--- src/hdl/fsdd_pkg.sv ---
// ----------------------------------------------------------------------------
// fsdd_pkg
// Shared widths, constants and types of the stereo downmix decimator.
// ----------------------------------------------------------------------------
package fsdd_pkg;

   // samples per output beat: three stereo frames
   localparam int GROUP_SIZE = 6;

   localparam int WORD_W  = 32;
   localparam int PCM_W   = 16;
   localparam int PHASE_W = (GROUP_SIZE > 1) ? $clog2(GROUP_SIZE) : 1;
   localparam int SUM_W   = PCM_W + $clog2(GROUP_SIZE);

   // divide by GROUP_SIZE: exact multiply by ceil(2^DIV_SHIFT / GROUP_SIZE)
   localparam int DIV_SHIFT = SUM_W + $clog2(GROUP_SIZE);
   localparam int RECIP_W   = SUM_W + 1;
   localparam int PROD_W    = SUM_W + RECIP_W;
   localparam logic [RECIP_W-1:0] DIV_RECIP =
      RECIP_W'(((64'd1 << DIV_SHIFT) + 64'(GROUP_SIZE) - 64'd1) / 64'(GROUP_SIZE));

   // binary32 exponent codes
   localparam logic [7:0] EXP_SPECIAL = 8'hFF;
   localparam logic [7:0] EXP_DENORM  = 8'h00;
   localparam logic [7:0] EXP_SAT     = 8'd135;  // |x| * 2^15 >= 2^23
   localparam logic [7:0] EXP_TINY    = 8'd112;  // below this |x| * 2^15 < 1

   typedef logic signed [PCM_W-1:0] pcm_type;
   typedef logic signed [SUM_W-1:0] sum_type;

   localparam pcm_type PCM_MAX = pcm_type'(16'sh7FFF);
   localparam pcm_type PCM_MIN = pcm_type'(16'sh8000);

endpackage

--- src/hdl/fsdd_ifs.sv ---
// ----------------------------------------------------------------------------
// fsdd channel interfaces
// Valid/ready channels for float sample beats in and PCM beats out.
// ----------------------------------------------------------------------------
interface fsdd_req_if;
   logic                         valid;
   logic                         ready;
   logic [fsdd_pkg::WORD_W-1:0]  sample_word;
   logic                         silent;
   logic                         packet_end;

   modport source (output valid, output sample_word, output silent,
                   output packet_end, input ready);
   modport sink   (input valid, input sample_word, input silent,
                   input packet_end, output ready);
endinterface

interface fsdd_rsp_if;
   logic                 valid;
   logic                 ready;
   fsdd_pkg::pcm_type    mono_sample;

   modport source (output valid, output mono_sample, input ready);
   modport sink   (input valid, input mono_sample, output ready);
endinterface

--- src/hdl/float_stereo_downmix_decimator_core.sv ---
// ----------------------------------------------------------------------------
// float_stereo_downmix_decimator_core
// Interleaved binary32 stereo in, averaged 16-bit mono PCM out at 1/6 rate.
// ----------------------------------------------------------------------------
// Usage:
//   req_chan carries one channel sample per beat (L, R, L, R ...) as a
//   binary32 bit pattern. silent forces the sample to 0.0; packet_end on a
//   beat drops a group that is still incomplete after that beat.
//   Each sample becomes floor(x * 32768), saturated to 16 bits, NaN -> 0.
//   Every GROUP_SIZE samples one rsp_chan beat carries their sum divided
//   by GROUP_SIZE, truncated toward zero.
// Timing:
//   One beat per cycle sustained while rsp_chan is not stalled. Three register
//   stages: input register, convert/accumulate with a finished group into the
//   sum register, divide into the output register. The last sample of a group
//   passes the input, sum and output registers before it shows on rsp_chan.
// Reset (synchronous): all stages empty, group phase and sum cleared.
// Stall: while rsp_chan.ready is low the output holds; the pipeline keeps
//   taking beats until a finished group would have to enter a full stage,
//   then req_chan.ready drops.
// ----------------------------------------------------------------------------
module float_stereo_downmix_decimator_core (
   input  logic          clock,
   input  logic          reset,
   fsdd_req_if.sink      req_chan,
   fsdd_rsp_if.source    rsp_chan
);
   import fsdd_pkg::*;

   // input register
   logic                in_vld_ff, in_vld_in;
   logic [WORD_W-1:0]   in_word_ff;
   logic                in_silent_ff;
   logic                in_pend_ff;

   // group state
   logic [PHASE_W-1:0]  phase_ff, phase_in;
   sum_type             acc_ff, acc_in;

   // finished group sum
   logic                sum_vld_ff, sum_vld_in;
   sum_type             sum_ff, sum_in;

   // output register
   logic                rsp_vld_ff, rsp_vld_in;
   pcm_type             rsp_data_ff, rsp_data_in;

   logic                rsp_adv, sum_adv, s0_go, emit;
   pcm_type             conv;
   sum_type             acc_next;

   // float to Q15 floor conversion
   logic                f_neg;
   logic [7:0]          f_exp;
   logic [22:0]         f_man;
   logic [23:0]         f_sig, f_ip;
   logic [4:0]          f_sh;
   logic                f_frac_nz;
   logic [24:0]         f_ipn;

   always_comb begin
      f_neg     = in_word_ff[31];
      f_exp     = in_word_ff[30:23];
      f_man     = in_word_ff[22:0];
      f_sig     = {1'b1, f_man};
      f_sh      = 5'(EXP_SAT - f_exp);
      f_ip      = f_sig >> f_sh;
      f_frac_nz = |(f_sig & ~(24'hFFFFFF << f_sh));
      f_ipn     = {1'b0, f_ip} + 25'(f_frac_nz);
      priority if (in_silent_ff) begin
         conv = '0;
      end else if (f_exp == EXP_SPECIAL) begin
         conv = (f_man != '0) ? pcm_type'(0) : (f_neg ? PCM_MIN : PCM_MAX);
      end else if (f_exp == EXP_DENORM) begin
         conv = (f_man == '0 || !f_neg) ? pcm_type'(0) : pcm_type'(-1);
      end else if (f_exp >= EXP_SAT) begin
         conv = f_neg ? PCM_MIN : PCM_MAX;
      end else if (f_exp < EXP_TINY) begin
         conv = f_neg ? pcm_type'(-1) : pcm_type'(0);
      end else if (!f_neg) begin
         conv = (f_ip > 24'd32767) ? PCM_MAX : pcm_type'(f_ip[PCM_W-1:0]);
      end else begin
         conv = (f_ipn >= 25'd32768) ? PCM_MIN
                                     : pcm_type'(~f_ipn[PCM_W-1:0] + 16'd1);
      end
   end

   // stage handshakes
   assign rsp_adv = !rsp_vld_ff || rsp_chan.ready;
   assign sum_adv = !sum_vld_ff || rsp_adv;
   assign emit    = (phase_ff == PHASE_W'(GROUP_SIZE - 1));
   assign s0_go   = in_vld_ff && (!emit || sum_adv);

   assign req_chan.ready = !in_vld_ff || s0_go;

   assign acc_next = acc_ff + sum_type'(conv);

   always_comb begin
      in_vld_in = in_vld_ff;
      if (req_chan.ready) begin
         in_vld_in = req_chan.valid;
      end
   end

   always_comb begin
      phase_in = phase_ff;
      acc_in   = acc_ff;
      if (s0_go) begin
         if (emit || in_pend_ff) begin
            phase_in = '0;
            acc_in   = '0;
         end else begin
            phase_in = phase_ff + PHASE_W'(1);
            acc_in   = acc_next;
         end
      end
   end

   always_comb begin
      sum_vld_in = sum_vld_ff;
      sum_in     = sum_ff;
      if (sum_adv) begin
         sum_vld_in = s0_go && emit;
         sum_in     = acc_next;
      end
   end

   // divide stage: |sum| * reciprocal, then restore the sign
   logic                sum_neg;
   logic [SUM_W-1:0]    sum_mag;
   logic [PROD_W-1:0]   div_prod;
   logic [PCM_W-1:0]    div_quo;

   always_comb begin
      sum_neg  = sum_ff[SUM_W-1];
      sum_mag  = sum_neg ? SUM_W'(-sum_ff) : SUM_W'(sum_ff);
      div_prod = PROD_W'(sum_mag) * PROD_W'(DIV_RECIP);
      div_quo  = div_prod[DIV_SHIFT +: PCM_W];
      rsp_vld_in  = rsp_vld_ff;
      rsp_data_in = rsp_data_ff;
      if (rsp_adv) begin
         rsp_vld_in  = sum_vld_ff;
         rsp_data_in = sum_neg ? pcm_type'(~div_quo + 16'd1) : pcm_type'(div_quo);
      end
   end

   always_ff @(posedge clock) begin
      if (reset) begin
         in_vld_ff  <= 1'b0;
         phase_ff   <= '0;
         acc_ff     <= '0;
         sum_vld_ff <= 1'b0;
         rsp_vld_ff <= 1'b0;
      end else begin
         in_vld_ff  <= in_vld_in;
         phase_ff   <= phase_in;
         acc_ff     <= acc_in;
         sum_vld_ff <= sum_vld_in;
         rsp_vld_ff <= rsp_vld_in;
      end
   end

   always_ff @(posedge clock) begin
      if (req_chan.ready) begin
         in_word_ff   <= req_chan.sample_word;
         in_silent_ff <= req_chan.silent;
         in_pend_ff   <= req_chan.packet_end;
      end
      sum_ff      <= sum_in;
      rsp_data_ff <= rsp_data_in;
   end

   assign rsp_chan.valid       = rsp_vld_ff;
   assign rsp_chan.mono_sample = rsp_data_ff;

   // checks
   a_phase_range: assert property (@(posedge clock) disable iff (reset)
      phase_ff <= PHASE_W'(GROUP_SIZE - 1))
      else $error("group phase out of range");

   a_pend_clears: assert property (@(posedge clock) disable iff (reset)
      s0_go && in_pend_ff |=> phase_ff == '0 && acc_ff == '0)
      else $error("packet end did not restart the group");

   a_sum_to_rsp: assert property (@(posedge clock) disable iff (reset)
      rsp_adv && sum_vld_ff |=> rsp_vld_ff)
      else $error("finished group lost before output register");

   a_quo_range: assert property (@(posedge clock) disable iff (reset)
      sum_vld_ff |-> div_prod[PROD_W-1:DIV_SHIFT] <= (PROD_W - DIV_SHIFT)'(32768))
      else $error("quotient exceeds 16-bit range");

endmodule
--- src/flat_wrapper.sv ---
// flat-port wrapper written by rule: the top's interface ports become plain ports
module float_stereo_downmix_decimator_core_flat import fsdd_pkg::*;
  (clock, reset, req_chan_valid, req_chan_sample_word, req_chan_silent, req_chan_packet_end, req_chan_ready, rsp_chan_valid, rsp_chan_mono_sample, rsp_chan_ready);
  fsdd_req_if req_chan_i ();
  fsdd_rsp_if rsp_chan_i ();
  input  logic clock;
  input  logic reset;
  input wire logic [$bits(req_chan_i.valid)-1:0] req_chan_valid;
  input wire logic [$bits(req_chan_i.sample_word)-1:0] req_chan_sample_word;
  input wire logic [$bits(req_chan_i.silent)-1:0] req_chan_silent;
  input wire logic [$bits(req_chan_i.packet_end)-1:0] req_chan_packet_end;
  output wire logic [$bits(req_chan_i.ready)-1:0] req_chan_ready;
  output wire logic [$bits(rsp_chan_i.valid)-1:0] rsp_chan_valid;
  output wire logic [$bits(rsp_chan_i.mono_sample)-1:0] rsp_chan_mono_sample;
  input wire logic [$bits(rsp_chan_i.ready)-1:0] rsp_chan_ready;
  assign req_chan_i.valid = req_chan_valid;
  assign req_chan_i.sample_word = req_chan_sample_word;
  assign req_chan_i.silent = req_chan_silent;
  assign req_chan_i.packet_end = req_chan_packet_end;
  assign req_chan_ready = req_chan_i.ready;
  assign rsp_chan_valid = rsp_chan_i.valid;
  assign rsp_chan_mono_sample = rsp_chan_i.mono_sample;
  assign rsp_chan_i.ready = rsp_chan_ready;
  float_stereo_downmix_decimator_core u_core (.clock(clock), .reset(reset), .req_chan(req_chan_i), .rsp_chan(rsp_chan_i));
endmodule
--- config.mk ---
export PLATFORM = sky130hd
export DESIGN_NAME = float_stereo_downmix_decimator_core_flat
export DESIGN_NICKNAME = d
export VERILOG_FILES = /design/src/hdl/fsdd_pkg.sv /design/src/hdl/fsdd_ifs.sv /design/src/hdl/float_stereo_downmix_decimator_core.sv /design/src/flat_wrapper.sv
export SDC_FILE = /design/constraint.sdc
export NUM_CORES = 1
export LEC_CHECK = 0
export BUFFER_PORTS_ARGS = -buffer_cell sky130_fd_sc_hd__buf_2
export CORE_MARGIN = 2
export CORE_UTILIZATION = 45
export DETAILED_ROUTE_END_ITERATION = 12
export SETUP_SLACK_MARGIN = 0.2
export SYNTH_ARGS = -nofsm -noshare
export SYNTH_HDL_FRONTEND = slang
export SYNTH_SLANG_ARGS = --single-unit
--- constraint.sdc ---
create_clock -name clock -period 7.5 [get_ports clock]
set_clock_uncertainty 0.15 [all_clocks]
set_input_delay 1.875 -clock clock [delete_from_list [all_inputs] [get_ports clock]]
set_output_delay 1.875 -clock clock [all_outputs]
set_load 0.05 [all_outputs]
; Yosys cells after proc, flatten, opt, wreduce, memory -nomap -nowiden
; Cells that the tools add are included.
[word_totals]
out_inout_bits = 18
register_bits = 94
elab_cells = 63
[classes]
multipliers = 1
n_eq_ne = 2
muxes = 16
order_cmp = 4
n_bitwise = 4
reduce_logical = 17
n_addsub = 7
n_shift = 2
[op_table]
columns = op, n
row1 = 2-to-1 mux 16 bit, 13
row2 = "multiplier 19 x 20 -> 38 bit, second input constant", 1
row3 = 2-to-1 mux 19 bit, 2
row4 = "adder 16 x 1 -> 16 bit, second input constant", 2
row5 = NOT 16 bit, 2
row6 = adder 24 x 1 -> 25 bit, 1
row7 = ">= comparator 25 x 16 -> 1 bit, second input constant", 1
row8 = bitwise AND 24 bit, 1
row9 = "> comparator 24 x 15 -> 1 bit, second input constant", 1
row10 = NOT 24 bit, 1
row11 = OR reduction 24 bit, 1
row12 = "left shift 24 x 5 -> 24 bit, first input constant", 1
row13 = >> shifter 24 x 5 -> 24 bit, 1
row14 = zero test 23 bit, 1
row15 = nonzero test 23 bit, 1
row16 = adder 19 x 16 -> 19 bit, 1
row17 = negation 19 bit, 1
row18 = "== test 8 bit, second input constant", 1
row19 = ">= comparator 8 bit, second input constant", 1
row20 = zero test 8 bit, 1
row21 = "less-than comparator 8 x 7 -> 1 bit, second input constant", 1
row22 = logical OR 1 bit, 6
row23 = zero test 1 bit, 5
row24 = "subtractor 3 x 5 -> 5 bit, first input constant", 1
row25 = other kinds (4), 5

; Logic depth before layout (Yosys ltp)
[logic_depth]
ltp_word = 17
depth_mapped = 39
ltp_nobuf = 34

; Worst setup path after synthesis
; OpenSTA, ideal clock, no wires.
[synth_timing]
path_type = register to register
from = register u_core.sum_ff[3]
to = register u_core.rsp_data_ff[15] (netlist: u_core.rsp_chan.mono_sample[15]), data pin
synth_period_minus_slack_ns = 8.337
slack_ns = -0.837
setup_time_ns = 0.264
arrival_ns = 7.924
stages_incl_launch_ff = 32
cell_sequence = edfxtp_1 nor3_1 nand2b_1 nor4_1 nand2_1 or2_2 nand2b_1 o21ai_0 xnor2_1 ha_1 inv_1 fa_1 inv_1 fa_1 inv_1 fa_1 fa_1 fa_1 inv_1 ha_1 o21ai_0 nand2b_1 and3_1 a221o_1 a31oi_1 o31ai_1 or4_1 a31o_2 xor2_1 o41ai_1 a211oi_1 xnor2_1
[synth_between]
elab_chain_cells = 6
[synth_lines]
columns = element, line_no
row1 = start: declaration, float_stereo_downmix_decimator_core.sv:42  ; sum_type sum_ff, sum_in;
row2 = start signal: assignment, float_stereo_downmix_decimator_core.sv:169  ; sum_ff <= sum_in;
row3 = negation 19 bit, float_stereo_downmix_decimator_core.sv:136  ; sum_mag = sum_neg ? SUM_W'(-sum_ff) : SUM_W'(sum_ff);
row4 = 2-to-1 mux 19 bit *, float_stereo_downmix_decimator_core.sv:136
row5 = multiplier 19 x 20 -> 38 bit *, float_stereo_downmix_decimator_core.sv:137  ; div_prod = PROD_W'(sum_mag) * PROD_W'(DIV_RECIP);
row6 = NOT 16 bit, float_stereo_downmix_decimator_core.sv:143  ; rsp_data_in = sum_neg ? pcm_type'(~div_quo + 16'd1) : pcm_type'(div_quo);
row7 = adder 16 x 1 -> 16 bit, float_stereo_downmix_decimator_core.sv:143
row8 = 2-to-1 mux 16 bit *, float_stereo_downmix_decimator_core.sv:143
row9 = end signal: assignment, float_stereo_downmix_decimator_core.sv:170  ; rsp_data_ff <= rsp_data_in;
row10 = end: declaration, float_stereo_downmix_decimator_core.sv:46  ; pcm_type rsp_data_ff, rsp_data_in;
; Every way passes the cells marked *; elsewhere a longest branch is shown, timed or not.
; A chain may end at the register's enable or synchronous reset.

; Worst setup path in the final report
; Same ends and word-level chain as after synthesis.

==> flow_summary.yaml <==
clock_network:
  cts_tree: "done"
  ctsHoldBuffers: 0
  clkTransAtPathRegs_ps: 80
  clk_path_buf_depth: 2
  root_buffer: "clkbuf_16"
  htree_levels: 3
  cts.sinks: 94
  cts_buffers: 9
  clk_latency_ps: 370
drt:
  ant_nets: 0
  wl_met2_mm: 17.6
  drc: 0
  top_layer: "met4"
  drt_first_pass_iters: 7
  wirelength_mm: 34.3
  met1_length_mm: 14.5
  vias: 11200
  wl_met3_mm: 1.47
  viasPerCell: 5.49
  routedWlPerCell_um: 16.8
  drt_iter0_drc: 861
critical_path:
  regToRegEndpoint: "u_core.rsp_chan.mono_sample[15]"
  crit_arrival_ps: 7750
  crit_path_end_kind: "flip-flop"
  required_ps: 7470
  r2r_cells: 30
  cpLargestDelayFamily: "adder cells"
  r2r_start: "u_core.sum_ff[3]"
  crit_fanout: 3
  r2r_setup_slack_ps: -280
  worstSetupPathType: "reg2reg"
  cp_slowest_cell: "fa_1"
  crit_path_frequent_cell: "fa_1"
  critPathBufInv: 4
  critPathMaxStageDelay_ps: 580
  critical_path.startpoint_type: "flip-flop"
synth:
  netlist_area_um2: 13300
  synth_top_area_share_pct: 15.6
  syn_nets: 1741
  synth_flop_cell: "edfxtp_1"
  ys_ff_latch: 94
  synthArstFlopShare_pct: 0
  syn_avg_cell_area_um2: 9.19
  synth_area_leaders: "edfxtp_1 (16%), fa_1 (16%), ha_1 (15%)"
  yosysWarnings: 0
  seq_area_frac_synth_pct: 19.4
  ys_types: 84
  syn_inst: 1445
  synth_top_area_cell: "edfxtp_1"
  synth_edf_count: 69
hold_path:
  holdPathEnd: "u_core.rsp_chan.valid"
  hold_depth: 2
  hold_path.startpoint: "u_core.sum_vld_ff"
  hold_path_class: "reg2reg"
sta:
  min_period_over_period_pct: 104
  drv_slew: 0
  fin_ws_ps: -282
  timing.final.crit_period_ps: 7780
  tns_ps: -1070
  worstMarginPinSlew_ps: 979
  finalHoldViolations: 0
  setup_violations: 6
  rsz0062_at_grt: "true"
  relSlewSlack_pct: 34.7
  max_freq_ghz: 0.129
global_route:
  grt_pass1_vias: 11200
  grt_max_degree: 47
  grt_pass1_wl_mm: 55.7
  grt_util_all_layers_pct: 22.3
  antenna_found_initial: 1
  overflow: 0
floorplanning:
  core_um2: 28900
  die_y_um: 176
  ios: 56
  dieWidth_um: 176
  die_area_um2: 30900
  start_util_pct: 46.0
  rows: 62
placement:
  place_hpwl_mm: 27.4
  port_buffers: 55
  pre_cts_ws_ps: -486
  finalWeightedCongestion: 0.933
final_layout:
  fin_nets: 1944
  drive_above_1_share_pct: 25.2
  area_growth_pct: 22.9
  fin_util_pct: 56.6
status:
  failed_checks: "setup timing"
  outcome: "finished, violations left"
run:
  maxCapViolCount: 0
==> stage by stage <==
| step | cells | hold slack [ps] | instance area [µm²] |
|---|---|---|---|
| 2_1_floorplan | 1445 | 312 | 13500 |
| 3_3_place_gp | 1989 | 337 | 15200 |
| 3_5_place_dp | 1989 | 346 | 15200 |
| 4_1_cts | 2014 | 366 | 15700 |
| 5_1_grt | 2037 | 390 | 16300 |
| 6_report | 2038 | 362 | 16300 |
==> routing by layer <==
layer | GRT usage, % | vias up
met5 | 0 | -
met4 | 6.78 | 0
met3 | 2.27 | 47
met2 | 39.9 | 276
met1 | 28.4 | 5365
li1 | - | 5502
==> worst max path at each step <==
| stage | cells past startpoint | from | to |
|---|---|---|---|
| global placement | 27 | u_core.sum_ff[2] | u_core.rsp_chan.mono_sample[15] |
| global route | 30 | u_core.sum_ff[3] | u_core.rsp_chan.mono_sample[8] |
| floorplan | 29 | u_core.sum_ff[2] | u_core.rsp_chan.mono_sample[15] |
| CTS | 28 | u_core.sum_ff[3] | u_core.rsp_chan.mono_sample[15] |
| detailed placement | 29 | u_core.sum_ff[2] | u_core.rsp_chan.mono_sample[15] |
| finish | 30 | u_core.sum_ff[3] | u_core.rsp_chan.mono_sample[15] |
==> cell usage after synthesis, types with 18 or more instances <==
cell type,number
a31oi_1,20
clkbuf_1,30
fa_1,103
mux2i_1,22
inv_1,211
nor2_1,97
xnor2_1,68
a22oi_1,18
dfxtp_1,25
xor2_1,23
o21ai_0,54
nor3_1,33
mux4_2,19
ha_1,155
nand3_1,33
nand2_1,78
edfxtp_1,69
nand2b_1,22
a21oi_1,79
==> registers in the layout, indices dropped and copies added (netlist names) <==
| register | flops |
|---|---|
| u_core.acc_ff | 19 |
| u_core.in_pend_ff | 1 |
| u_core.in_silent_ff | 1 |
| u_core.in_vld_ff | 1 |
| u_core.in_word_ff | 32 |
| u_core.phase_ff | 3 |
| u_core.rsp_chan.mono_sample | 16 |
| u_core.rsp_chan.valid | 1 |
| u_core.sum_ff | 19 |
| u_core.sum_vld_ff | 1 |
==> tightest hold or removal path, delay by kind of cell, from the launching register on <==
| kind | cells | cell delay, ps |
|---|---|---|
| and+or+nand+nor | 2 | 150 |
| DFF | 1 | 320 |
==> cell type report <==
cell class              count  area (µm²)
diodes                      1        2.50
clock buffers               9         225
clock inverters             7        75.1
fillers                  2559       12500
inverters                 212         800
multi-input cells        1084       10300
flip-flops and latches     94        2570
well taps                 384         480
repair buffers            247        1850
==> cells in the final DEF (no fill, tap or decap), drive strengths merged, types with 10 or more instances in the layout <==
cell type | Yosys | layout
buf | 25 | 245
inv | 211 | 214
ha | 155 | 155
fa | 103 | 103
nor2 | 97 | 97
nand2 | 79 | 79
a21oi | 79 | 79
edfxtp | 69 | 69
xnor2 | 68 | 68
o21ai | 57 | 57
nand3 | 33 | 33
nor3 | 33 | 33
dfxtp | 25 | 25
xor2 | 23 | 23
mux4 | 22 | 22
mux2i | 22 | 22
nand2b | 22 | 22
a31oi | 20 | 20
a22oi | 18 | 18
nor4 | 17 | 17
a21o | 16 | 16
and3 | 12 | 12
and2 | 11 | 11
clkbuf | 30 | 11
or3 | 11 | 11
nand4 | 10 | 10
or2 | 10 | 10
a211oi | 10 | 10
o31ai | 10 | 10
==> timing repair <==
action / 4_1_cts / 5_1_grt
setup buffers: 9 / 21
endpoints found under the setup margin: 10 / 22
resized for setup: 24 / 79
endpoints found under the hold margin: 0 / 0
pin swaps: 16 / 30
cloned: 0 / 2
==> kinds of logic after synthesis <==
kind of cell	count (synthesis)	synth area share, %
buf+inv	267	8.17
xor+xnor	91	6.00
fa+ha+maj	259	30.2
compound gates	299	15.0
mux	52	6.15
flops	94	19.4
simple gates	383	15.1
Power is left out: the tool's default activity adds up to more than one toggle a clock period on the data nets, which glitch-free logic cannot reach.
